**config.mk**
```make
export PLATFORM = sky130hd
export DESIGN_NAME = pwm_melody_sequencer_top
export DESIGN_NICKNAME = d
export VERILOG_FILES = /design/src/sv/pms_pkg.sv /design/src/sv/pms_note_mem.sv /design/src/sv/pwm_melody_sequencer_top.sv
export SDC_FILE = /design/constraint.sdc
export NUM_CORES = 2
export LEC_CHECK = 0
export BUFFER_PORTS_ARGS = -buffer_cell sky130_fd_sc_hd__buf_2
export CAP_MARGIN = 20
export CORE_MARGIN = 2
export CORE_UTILIZATION = 63
export DETAILED_ROUTE_END_ITERATION = 6
export GPL_TIMING_DRIVEN = 0
export PLACE_DENSITY = 0.8
export RECOVER_POWER = 100
export SLEW_MARGIN = 20
export SYNTH_ARGS = -nofsm -noshare
export SYNTH_HDL_FRONTEND = slang
export SYNTH_SLANG_ARGS = --single-unit
```
**constraint.sdc**
```tcl
create_clock -name clk -period 11.9 [get_ports clk]
set_clock_uncertainty 0.1 [all_clocks]
set_input_delay 2.38 -clock clk [delete_from_list [all_inputs] [get_ports clk]]
set_output_delay 2.38 -clock clk [all_outputs]
set_load 0.05 [all_outputs]
```
**src/sv/pms_pkg.sv**
```systemverilog
`timescale 1ns / 1ps
`default_nettype none

package pms_pkg;

    localparam int MAX_NOTES    = 64;
    localparam int NOTE_IDX_W   = $clog2(MAX_NOTES);
    localparam int NOTE_CNT_W   = $clog2(MAX_NOTES + 1);
    localparam int RELOAD_W     = 16;
    localparam int DURATION_W   = 16;
    localparam int CMP_W        = 15;
    localparam int CFG_DATA_W   = 16;
    localparam int CFG_IDX_W    = 2;
    localparam int BEEP_AGE_W   = 32;

    localparam logic [RELOAD_W-1:0] RESET_RELOAD     = 16'd369;
    localparam logic [15:0]         RESET_BEEP_PERIOD = 16'd500;

    // floor(2*y/5) == (y * 419432) >> 20 for y < 2^17
    localparam logic [18:0] DUTY_MUL   = 19'd419432;
    localparam int          DUTY_SHIFT = 20;

    typedef enum logic [1:0] {
        OP_TICK  = 2'd0,
        OP_WRITE = 2'd1,
        OP_START = 2'd2,
        OP_NONE  = 2'd3
    } opcode_t;

    typedef enum logic [CFG_IDX_W-1:0] {
        CFG_BEEP_PERIOD = 2'd0,
        CFG_BEEP_ENABLE = 2'd1,
        CFG_REST_MARKER = 2'd2,
        CFG_UNUSED      = 2'd3
    } cfg_idx_t;

    typedef struct packed {
        logic [RELOAD_W-1:0]   reload;
        logic [DURATION_W-1:0] duration;
    } note_t;

endpackage

`default_nettype wire

```
**src/sv/pms_note_mem.sv**
```systemverilog
`timescale 1ns / 1ps
`default_nettype none

// Note table: one write port, one registered read port, write-first on collision.
module pms_note_mem (
    input  wire logic                           clk,
    input  wire logic                           wr_en,
    input  wire logic [pms_pkg::NOTE_IDX_W-1:0] wr_addr,
    input  wire pms_pkg::note_t                 wr_data,
    input  wire logic [pms_pkg::NOTE_IDX_W-1:0] rd_addr,
    output pms_pkg::note_t                      rd_data
);
    import pms_pkg::*;

    note_t mem [MAX_NOTES];
    note_t rd_data_reg;

    always_ff @(posedge clk)
    begin
        if (wr_en)
        begin
            mem[wr_addr] <= wr_data;
        end
    end

    always_ff @(posedge clk)
    begin
        if (wr_en && (wr_addr == rd_addr))
        begin
            rd_data_reg <= wr_data;
        end
        else
        begin
            rd_data_reg <= mem[rd_addr];
        end
    end

    assign rd_data = rd_data_reg;

endmodule

`default_nettype wire

```
**src/sv/pwm_melody_sequencer_top.sv**
```systemverilog
`timescale 1ns / 1ps
`default_nettype none

// The result of a transaction accepted at edge N is on the output ports, with done
//   high, during the cycle after edge N.
// Throughput: one transaction per cycle; busy is tied low (single stage).
// Reset (rst_n low, async): melody stopped, output silent, reload 369, beep off,
//   beep period 500, rest marker 0. The note table is not cleared.
// The receiver cannot stall: each result is shown for exactly one cycle.
module pwm_melody_sequencer_top (
    input  wire logic                             clk,
    input  wire logic                             rst_n,

    // command channel
    input  wire logic                             start,
    output logic                                  busy,
    input  wire logic [1:0]                       opcode,
    input  wire logic [pms_pkg::NOTE_IDX_W-1:0]   entry_index,
    input  wire logic [pms_pkg::RELOAD_W-1:0]     entry_reload,
    input  wire logic [pms_pkg::DURATION_W-1:0]   entry_duration_ms,
    input  wire logic [pms_pkg::NOTE_CNT_W-1:0]   melody_length,
    input  wire logic                             only_if_idle,

    // configuration write port
    input  wire logic                             cfg_we,
    input  wire logic [pms_pkg::CFG_IDX_W-1:0]    cfg_addr,
    input  wire logic [pms_pkg::CFG_DATA_W-1:0]   cfg_wdata,

    // result channel
    output logic                                  done,
    output logic                                  sound_on,
    output logic [pms_pkg::RELOAD_W-1:0]          reload_value,
    output logic [pms_pkg::CMP_W-1:0]             compare_value,
    output logic                                  melody_active,
    output logic [pms_pkg::NOTE_IDX_W-1:0]        current_note,
    output logic                                  melody_finished
);
    import pms_pkg::*;

    // ------------------------------------------------------------------
    // Configuration registers
    // ------------------------------------------------------------------
    logic [15:0]         beep_period_reg;
    logic                beep_enable_reg;
    logic [RELOAD_W-1:0] rest_marker_reg;

    always_ff @(posedge clk or negedge rst_n)
    begin
        if (!rst_n)
        begin
            beep_period_reg <= RESET_BEEP_PERIOD;
            beep_enable_reg <= 1'b0;
            rest_marker_reg <= '0;
        end
        else if (cfg_we)
        begin
            case (cfg_idx_t'(cfg_addr))
                CFG_BEEP_PERIOD: beep_period_reg <= cfg_wdata;
                CFG_BEEP_ENABLE: beep_enable_reg <= cfg_wdata[0];
                CFG_REST_MARKER: rest_marker_reg <= cfg_wdata;
                default:         ;   // index beyond the register list: ignored
            endcase
        end
    end

    // ------------------------------------------------------------------
    // Player state
    // Time is kept as ages instead of absolute stamps:
    //   note_age = now - note_start, beep_age = now - last_toggle (mod 2^32).
    // note_age stays below the note length while playing, so 16 bits do.
    // ------------------------------------------------------------------
    logic [DURATION_W-1:0] note_age_reg,    note_age_next;
    logic [DURATION_W-1:0] note_len_reg,    note_len_next;
    logic [BEEP_AGE_W-1:0] beep_age_reg,    beep_age_next;
    logic [NOTE_CNT_W-1:0] pointer_reg,     pointer_next;
    logic [NOTE_CNT_W-1:0] notes_reg,       notes_next;
    logic                  playing_reg,     playing_next;
    logic                  output_on_reg,   output_on_next;
    logic [RELOAD_W-1:0]   reload_reg,      reload_next;
    logic [CMP_W-1:0]      compare_reg,     compare_next;
    logic                  finished_reg,    finished_next;
    logic                  done_reg;

    // Entry 0 is mirrored in flops so a start never waits on the memory.
    note_t first_note_reg;

    // The memory port always prefetches the entry after the current pointer,
    // so a tick that ends the note finds the next one already registered.
    note_t                 next_note;
    logic                  mem_we;
    note_t                 mem_wdata;
    logic [NOTE_IDX_W-1:0] mem_raddr;

    pms_note_mem u_note_mem (
        .clk     (clk),
        .wr_en   (mem_we),
        .wr_addr (entry_index),
        .wr_data (mem_wdata),
        .rd_addr (mem_raddr),
        .rd_data (next_note)
    );

    logic    accept;
    opcode_t op;
    logic    write_ok;

    assign accept    = start && !busy;
    assign op        = opcode_t'(opcode);
    assign write_ok  = ({1'b0, entry_index} < NOTE_CNT_W'(MAX_NOTES));
    assign mem_we    = accept && (op == OP_WRITE) && write_ok;
    assign mem_wdata = '{reload: entry_reload, duration: entry_duration_ms};
    assign mem_raddr = pointer_next[NOTE_IDX_W-1:0] + NOTE_IDX_W'(1);

    // ------------------------------------------------------------------
    // Next-state logic for one transaction
    // ------------------------------------------------------------------
    logic [DURATION_W:0]   note_age_inc;
    logic [BEEP_AGE_W-1:0] beep_age_inc;
    logic [NOTE_CNT_W-1:0] pointer_inc;
    logic                  note_done;
    note_t                 load_note;
    logic                  load_en;
    logic                  load_rest;

    always_comb
    begin
        note_age_next  = note_age_reg;
        note_len_next  = note_len_reg;
        beep_age_next  = beep_age_reg;
        pointer_next   = pointer_reg;
        notes_next     = notes_reg;
        playing_next   = playing_reg;
        output_on_next = output_on_reg;
        reload_next    = reload_reg;
        finished_next  = 1'b0;

        note_age_inc = {1'b0, note_age_reg} + (DURATION_W+1)'(1);
        beep_age_inc = beep_age_reg + BEEP_AGE_W'(1);
        pointer_inc  = pointer_reg + NOTE_CNT_W'(1);
        note_done    = playing_reg && (note_age_inc >= {1'b0, note_len_reg});
        load_note    = first_note_reg;
        load_en      = 1'b0;

        if (accept)
        begin
            case (op)
                OP_TICK:
                begin
                    note_age_next = note_age_inc[DURATION_W-1:0];
                    if (note_done)
                    begin
                        pointer_next = pointer_inc;
                        if (pointer_inc < notes_reg)
                        begin
                            load_note = next_note;
                            load_en   = 1'b1;
                        end
                        else
                        begin
                            playing_next   = 1'b0;
                            output_on_next = 1'b0;
                            finished_next  = 1'b1;
                        end
                    end
                end
                OP_START:
                begin
                    if ((melody_length != '0) && !(only_if_idle && playing_reg))
                    begin
                        notes_next   = (melody_length > NOTE_CNT_W'(MAX_NOTES)) ?
                                       NOTE_CNT_W'(MAX_NOTES) : melody_length;
                        pointer_next = '0;
                        load_note    = first_note_reg;
                        load_en      = 1'b1;
                    end
                end
                default: ;   // note writes go to the memory; OP_NONE changes nothing
            endcase
        end

        // start of a note
        load_rest = (load_note.reload == '0) || (load_note.reload == rest_marker_reg);
        if (load_en)
        begin
            if (load_rest)
            begin
                output_on_next = 1'b0;
            end
            else
            begin
                reload_next    = load_note.reload;
                output_on_next = 1'b1;
            end
            note_age_next = '0;
            note_len_next = load_note.duration;
            playing_next  = 1'b1;
        end

        // beep mode runs after the melody update within a tick
        if (accept && (op == OP_TICK))
        begin
            if (!playing_next && beep_enable_reg &&
                (beep_age_inc >= BEEP_AGE_W'(beep_period_reg)))
            begin
                output_on_next = !output_on_next;
                beep_age_next  = '0;
            end
            else
            begin
                beep_age_next  = beep_age_inc;
            end
        end
    end

    // Compare value: 40 percent of (reload + 1), by reciprocal multiply.
    logic [RELOAD_W:0] period_len;
    logic [35:0]       duty_prod;

    assign period_len   = {1'b0, reload_next} + (RELOAD_W+1)'(1);
    assign duty_prod    = 36'(period_len) * 36'(DUTY_MUL);
    assign compare_next = output_on_next ? duty_prod[DUTY_SHIFT+CMP_W-1:DUTY_SHIFT] : '0;

    // ------------------------------------------------------------------
    // Registers
    // ------------------------------------------------------------------
    always_ff @(posedge clk or negedge rst_n)
    begin
        if (!rst_n)
        begin
            note_age_reg  <= '0;
            note_len_reg  <= '0;
            beep_age_reg  <= '0;
            pointer_reg   <= '0;
            notes_reg     <= '0;
            playing_reg   <= 1'b0;
            output_on_reg <= 1'b0;
            reload_reg    <= RESET_RELOAD;
            compare_reg   <= '0;
            finished_reg  <= 1'b0;
            done_reg      <= 1'b0;
        end
        else
        begin
            note_age_reg  <= note_age_next;
            note_len_reg  <= note_len_next;
            beep_age_reg  <= beep_age_next;
            pointer_reg   <= pointer_next;
            notes_reg     <= notes_next;
            playing_reg   <= playing_next;
            output_on_reg <= output_on_next;
            reload_reg    <= reload_next;
            compare_reg   <= compare_next;
            finished_reg  <= finished_next;
            done_reg      <= accept;
        end
    end

    // entry 0 mirror, undefined until written
    always_ff @(posedge clk)
    begin
        if (mem_we && (entry_index == '0))
        begin
            first_note_reg <= mem_wdata;
        end
    end

    // ------------------------------------------------------------------
    // Outputs
    // ------------------------------------------------------------------
    assign busy            = 1'b0;
    assign done            = done_reg;
    assign sound_on        = output_on_reg;
    assign reload_value    = reload_reg;
    assign compare_value   = compare_reg;
    assign melody_active   = playing_reg;
    assign current_note    = playing_reg ? pointer_reg[NOTE_IDX_W-1:0] : '0;
    assign melody_finished = finished_reg;

endmodule

`default_nettype wire

```
---- Word-level counts from Yosys, hierarchy flattened ----
Memories as Yosys holds them, arrays and structs flattened. A register that Yosys moved wholly into a read port is not among the register bits.
Index checks and enable logic that the tools add are counted.
storage, ports and cells
  ROM bits ................................ 0
  bits in writable memories ............... 2048
  output and inout bits ................... 42
  latch bits .............................. 0
  register bits after elaboration ......... 178
  memories kept ........................... 1
operators by class
  order comparisons ....................... 4
  div/mod/pow operators ................... 0
  add/subtract/negate cells ............... 5
  bitwise logic cells ..................... 0
  multiplexer cells ....................... 41
  reductions and logical operators ........ 26
  multiply operators ...................... 1
  shifts and indexed selects .............. 0
  eq/ne operators ......................... 7
memories
  memory          depth  width  rd ports  clocked after Yosys merged registers in  wr ports  line                text
  u_note_mem.mem  64     32     1         1                                        1         pms_note_mem.sv:15  note_t mem [MAX_NOTES];
operators with widths
  operator                                              number
  2-to-1 mux 32 bit                                     5
  2-to-1 mux 16 bit                                     5
  adder 16 x 1 -> 17 bit (second input constant)        2
  adder 32 x 1 -> 32 bit (second input constant)        1
  greater-or-equal comparator 32 x 16 -> 1 bit          1
  multiplier 17 x 16 -> 32 bit (second input constant)  1
  2-to-1 mux 1 bit                                      23
  2-to-1 mux 7 bit                                      3
  greater-or-equal comparator 17 x 16 -> 1 bit          1
  equality test 16 bit                                  1
  zero test 16 bit                                      1
  2-to-1 mux 15 bit                                     1
  one-hot mux 7 bit (2 select lines)                    1
  2-to-1 mux 6 bit                                      2
  logical AND 1 bit                                     8
  AND reduction 2 bit                                   4
  adder 7 x 1 -> 7 bit (second input constant)          1
  > comparator 7 bit (second input constant)            1
  less-than comparator 7 bit                            1
  nonzero test 7 bit                                    1
  adder 6 x 1 -> 6 bit (second input constant)          1
  zero test 6 bit                                       1
  nonzero test 2 bit                                    3
  equality test 2 x 1 -> 1 bit (second input constant)  2
  other kinds (8)                                       13

---- Logic depth before layout (Yosys ltp) ----
  word-level depth ........................ 14
  depth in mapped cells ................... 53
  gate-level depth less buffers ........... 48

---- Hierarchy ----
Synthesis repeated with hierarchy kept, for this count alone.
unflattened totals
  cell total of the unflattened synthesis .. 4866
  area total of the unflattened synthesis .. 93006.7 µm²
modules (own cells, without submodules)
  module                    area an instance (µm²)  cells each  times used
  pms_note_mem              77994.8                 3298        1
  pwm_melody_sequencer_top  15011.9                 1568        1

---- Worst setup path before layout ----
No wires, ideal clock.
  path kind ............................... in2reg
  start point ............................. in opcode[1]
  end point ............................... reg compare_reg[9] (netlist: compare_value[9])
  setup time .............................. 0.140 ns
  cell stages on the path ................. 44
  setup slack ............................. 0.529 ns
  arrival ................................. 11.131 ns
  buffers on the path ..................... 5
  cells stage by stage .................... nor2_1 and2_1 clkbuf_1 and3_1 o21ai_1 clkbuf_1 nor2_1 a21oi_1 o211ai_1 nand2_4 buf_12 buf_12 buf_8 mux2_2 ha_1 o211ai_1 o22a_1 a211oi_2 [8 not listed] inv_1 fa_1 fa_1 inv_1 fa_1 inv_1 ha_1 a21o_1 a21oi_1 nand2_1 a21oi_1 nor3_1 o21ai_0 nand2b_1 a221o_1 a21o_1 a211oi_1 nor3_1
between the ends
  elaborated cells between the ends (all ways) .. 28
  those cells by class .................... 1 x add/sub; 1 x mul; 2 x eq/ne; 16 x mux; 8 x reduce/logical
RTL lines
  element                                                   line                             text
  from (decl)                                               pwm_melody_sequencer_top.sv:17   input wire logic [1:0] opcode,
  zero test 2 bit                                           pwm_melody_sequencer_top.sv:146  case (op)
  2-to-1 mux 32 bit                                         n/a
  2-to-1 mux 32 bit                                         pwm_melody_sequencer_top.sv:144  if (accept)
  equality test 16 bit or zero test 16 bit (tied branches)  pwm_melody_sequencer_top.sv:182  load_rest = (load_note.reload == '0) || (load_note.reload == rest_marker_reg);
  logical OR 1 bit                                          pwm_melody_sequencer_top.sv:182
  2-to-1 mux 16 bit                                         pwm_melody_sequencer_top.sv:185  if (load_rest)
  2-to-1 mux 16 bit (*)                                     pwm_melody_sequencer_top.sv:183  if (load_en)
  named net reload_next[1]                                  pwm_melody_sequencer_top.sv:79   logic [RELOAD_W-1:0] reload_reg, reload_next;
  adder 16 x 1 -> 17 bit (*)                                pwm_melody_sequencer_top.sv:219  assign period_len = {1'b0, reload_next} + (RELOAD_W+1)'(1);
  multiplier 17 x 16 -> 32 bit (*)                          pwm_melody_sequencer_top.sv:220  assign duty_prod = 36'(period_len) * 36'(DUTY_MUL);
  2-to-1 mux 15 bit (*)                                     pwm_melody_sequencer_top.sv:221  assign compare_next = output_on_next ? duty_prod[DUTY_SHIFT+CMP_W-1:DUTY_SHIFT] : '0;
  named net compare_next[9]                                 pwm_melody_sequencer_top.sv:80   logic [CMP_W-1:0] compare_reg, compare_next;
  to (signal assigned)                                      pwm_melody_sequencer_top.sv:252  compare_reg <= compare_next;
  to (decl)                                                 pwm_melody_sequencer_top.sv:80
Mark *: on every way through the listed nets, which the timed path passes. The rest lies on a longest branch.
A chain may end at the register's enable or synchronous reset.

==> impl_metrics.json <==
{
  "dr.pass1.iters": 7,
  "overflow": 0,
  "drive_above_1_share_pct": 23.74,
  "cts_root_buf": "clkbuf_16",
  "layout_common_cells": "edfxtp_1 (2,080), mux4_2 (505), clkbuf_16 (212)",
  "wl_per_cell_um": 44.60,
  "area_growth_pct": 15.42,
  "cts_tree": "done",
  "layoutNonFillerInstCount": 7584,
  "synthSimpleGateAreaFrac_pct": 3.797,
  "p_sw_w": 0.006089,
  "arrival_ns": 12.30,
  "drc": 58,
  "synthDistinctLibCells": 90,
  "synth_top_area_share_pct": 66.66,
  "crit_type": "reg2reg",
  "die_w_um": 389.6,
  "viasPerCell": 7.746,
  "timing.rr.end": "compare_value[9]",
  "htreeDepth": 4,
  "synthTopCellsByArea": "edfxtp_1 (67%), mux4_2 (12%), dfrtp_1 (3.6%)",
  "drt_wl_total_mm": 338.3,
  "synth_fa_ha_area_share_pct": 3.857,
  "largest_register_ffs": 2048,
  "internal-power_w": 0.01452,
  "grt_first_pass_wirelength_mm": 457.9,
  "ff2ff_path_depth": 47,
  "synth_top_area_cell": "edfxtp_1",
  "clockPowerShare_pct": 32.5,
  "synth_xor_xnor_area_share_pct": 1.317,
  "io_buffers": 107,
  "ys_async_sr_fraction_pct": 6.541,
  "final_area_um2": 108100,
  "synth_cells": 4974,
  "r2r_slack_ns": 0.17,
  "clock_sinks": 2232,
  "crit_end": "compare_value[9]",
  "ys_seq_area_share_pct": 70.71,
  "grt_max_degree": 81,
  "relSlewSlack_pct": -223.3,
  "synth_mux_area_share_pct": 14.77,
  "min_period_ns": 11.73,
  "clk_pin_slew_ns": 0.07,
  "cp_max_fo": 10,
  "num_rows": 141,
  "regArea_um2": 66260,
  "die_area_um2": 151800,
  "multi_input_area_um2": 26350,
  "synth_compound_area_share_pct": 3.547,
  "maxCapViolCount": 52,
  "final_common_cell": "edfxtp_1",
  "synth_area_per_cell_um2": 18.84,
  "crit_path_end_kind": "register",
  "power.leakage_nw": 36.16,
  "vias": 58740,
  "dp_cells": 7169,
  "synthesis.nets": 5287,
  "slowest_stage": "nor3b_2",
  "antenna_left": 0,
  "grt_util_all_layers_pct": 44.74,
  "insertion_delay_ns": 0.89,
  "drv_slew": 2422,
  "start_util_pct": 63.45,
  "seq_power_share_pct": 42.6,
  "p_total_w": 0.02061,
  "num-nets-final": 5779,
  "numCtsBuffers": 208,
  "setup_viol_count_final": 0,
  "status": "finished, violations left",
  "clock_path_buffers": 3,
  "hold_class": "reg2reg",
  "die_h_um": 389.6,
  "vdd_drop_max_v": 0.0004833,
  "antenna_found_initial": 20,
  "synthFlopType": "edfxtp_1",
  "drtIter0Drc": 11190,
  "clock.fmax_mhz": 85.29,
  "hold_violations": 0,
  "synth_edf_count": 2080,
  "hold_path_depth": 2,
  "tightest_slew_ns": 4.849,
  "crit_path_start_kind": "register",
  "max_stage_delay_ns": 0.95,
  "critPathRequiredTime_ns": 12.48,
  "dpl_cell_area_um2": 101000,
  "ios": 112,
  "nFillCells": 7851,
  "finalCritPeriodShare_pct": 98.53,
  "design.core.area_um2": 147700,
  "synth_warnings": 0,
  "swShare_pct": 29.54,
  "first_global_vias": 57990,
  "dp_hpwl_mm": 207.4,
  "combPwrFrac_pct": 24.9,
  "ys_seq_elements": 2232,
  "synth_top_family_by_area": "multiplexers",
  "failed_checks": "design-rule violations, max-capacitance violations, max-slew violations",
  "place_congestion": 0.9587,
  "synth_area_um2": 93690,
  "power-per-cell-area_nw_per_um2": 190.6
}
-- power groups by stage --
stage                     registers (W)  clock network [W]  logic (W)
after floorplan                 0.00899                  0    0.00376
after global placement          0.00892                  0    0.00492
after detailed placement        0.00893                  0    0.00502
after CTS                       0.00877            0.00661    0.00512
after global routing            0.00879            0.00688    0.00594
final                           0.00878            0.00670    0.00513
-- per-stage QoR --
step / setup WS (ns) / utilization [%] / setup TNS, ns / hold slack (ns)
6_report: 0.1750 / 73.23 / 0 / 0.3864
5_1_grt: -0.1697 / 73.21 / -0.3233 / 0.4271
4_1_cts: 0.001175 / 73.19 / 0 / 0.3813
3_5_place_dp: -2.557 / 68.42 / -29.88 / 0.3587
3_3_place_gp: -2.473 / 65.45 / -29.01 / 0.3449
2_1_floorplan: 0.5289 / - / 0 / 0.3311
-- critical path: cells and delay by family, from the launching register on --
| family | cells | cell delay, ns |
|---|---|---|
| buffers and inverters | 11 | 1.92 |
| multiplexers | 3 | 0.56 |
| flip-flops | 1 | 0.47 |
| XOR/XNOR | 2 | 0.42 |
| adder cells (fa/ha/maj) | 7 | 2.56 |
| AO/OA/AOI/OAI | 13 | 3.17 |
| AND/OR/NAND/NOR | 11 | 2.28 |
-- area by class of cell --
type	instances	share of cell area (%)
antenna	14	0.03240
buffer	229	1.335
clock buffer	275	5.263
clock inverter	109	0.8412
inverter	182	0.6341
multi-input combinational	2326	24.36
sequential	2232	61.27
tap	1930	2.233
timing repair buffer	287	4.024
-- per-layer routing --
layer / GRT usage, % / wire length, um / share of wire, %
met2: 65.73 / 148600 / 44
met3: 19.34 / 55410 / 16
met4: 37.04 / 36780 / 11
met5: 0.9250 / 221 / 0.065
met1: 50.91 / 97280 / 29
-- how the worst min path moves through the flow --
| stage | to | start |
|---|---|---|
| 6_report | notes_reg[0] | notes_reg[0] |
| 5_1_grt | beep_period_reg[6] | beep_period_reg[6] |
| 2_1_floorplan | notes_reg[0] | notes_reg[0] |
| 3_3_place_gp | notes_reg[0] | notes_reg[0] |
| 3_5_place_dp | notes_reg[0] | notes_reg[0] |
| 4_1_cts | notes_reg[0] | notes_reg[0] |
-- kinds of logic after synthesis --
| logic type | Yosys count |
|---|---|
| fa+ha+maj | 244 |
| mux | 743 |
| simple gates | 716 |
| other cells | 1 |
| flops | 2232 |
| buf+inv | 416 |
| compound gates | 482 |
| xor+xnor | 140 |
-- synth_stat cells, types with 40 or more instances --
library cell,number
fa_1,75
xnor2_1,77
nand2_1,182
o21ai_0,97
buf_1,50
xor2_1,62
mux4_2,505
nand3_1,91
edfxtp_1,2080
buf_2,54
a22oi_1,85
a21oi_1,83
dfrtp_1,135
clkbuf_1,94
and2_1,40
ha_1,168
mux2i_1,198
inv_1,181
nor2_1,171
-- timing repair --
action,4_1_cts,5_1_grt
buffers inserted,12,7
hold buffers,0,0
setup endpoints to repair,15,13
resized for setup,112,88
pin swaps,7,10
(Power assumes the default switching activity.)
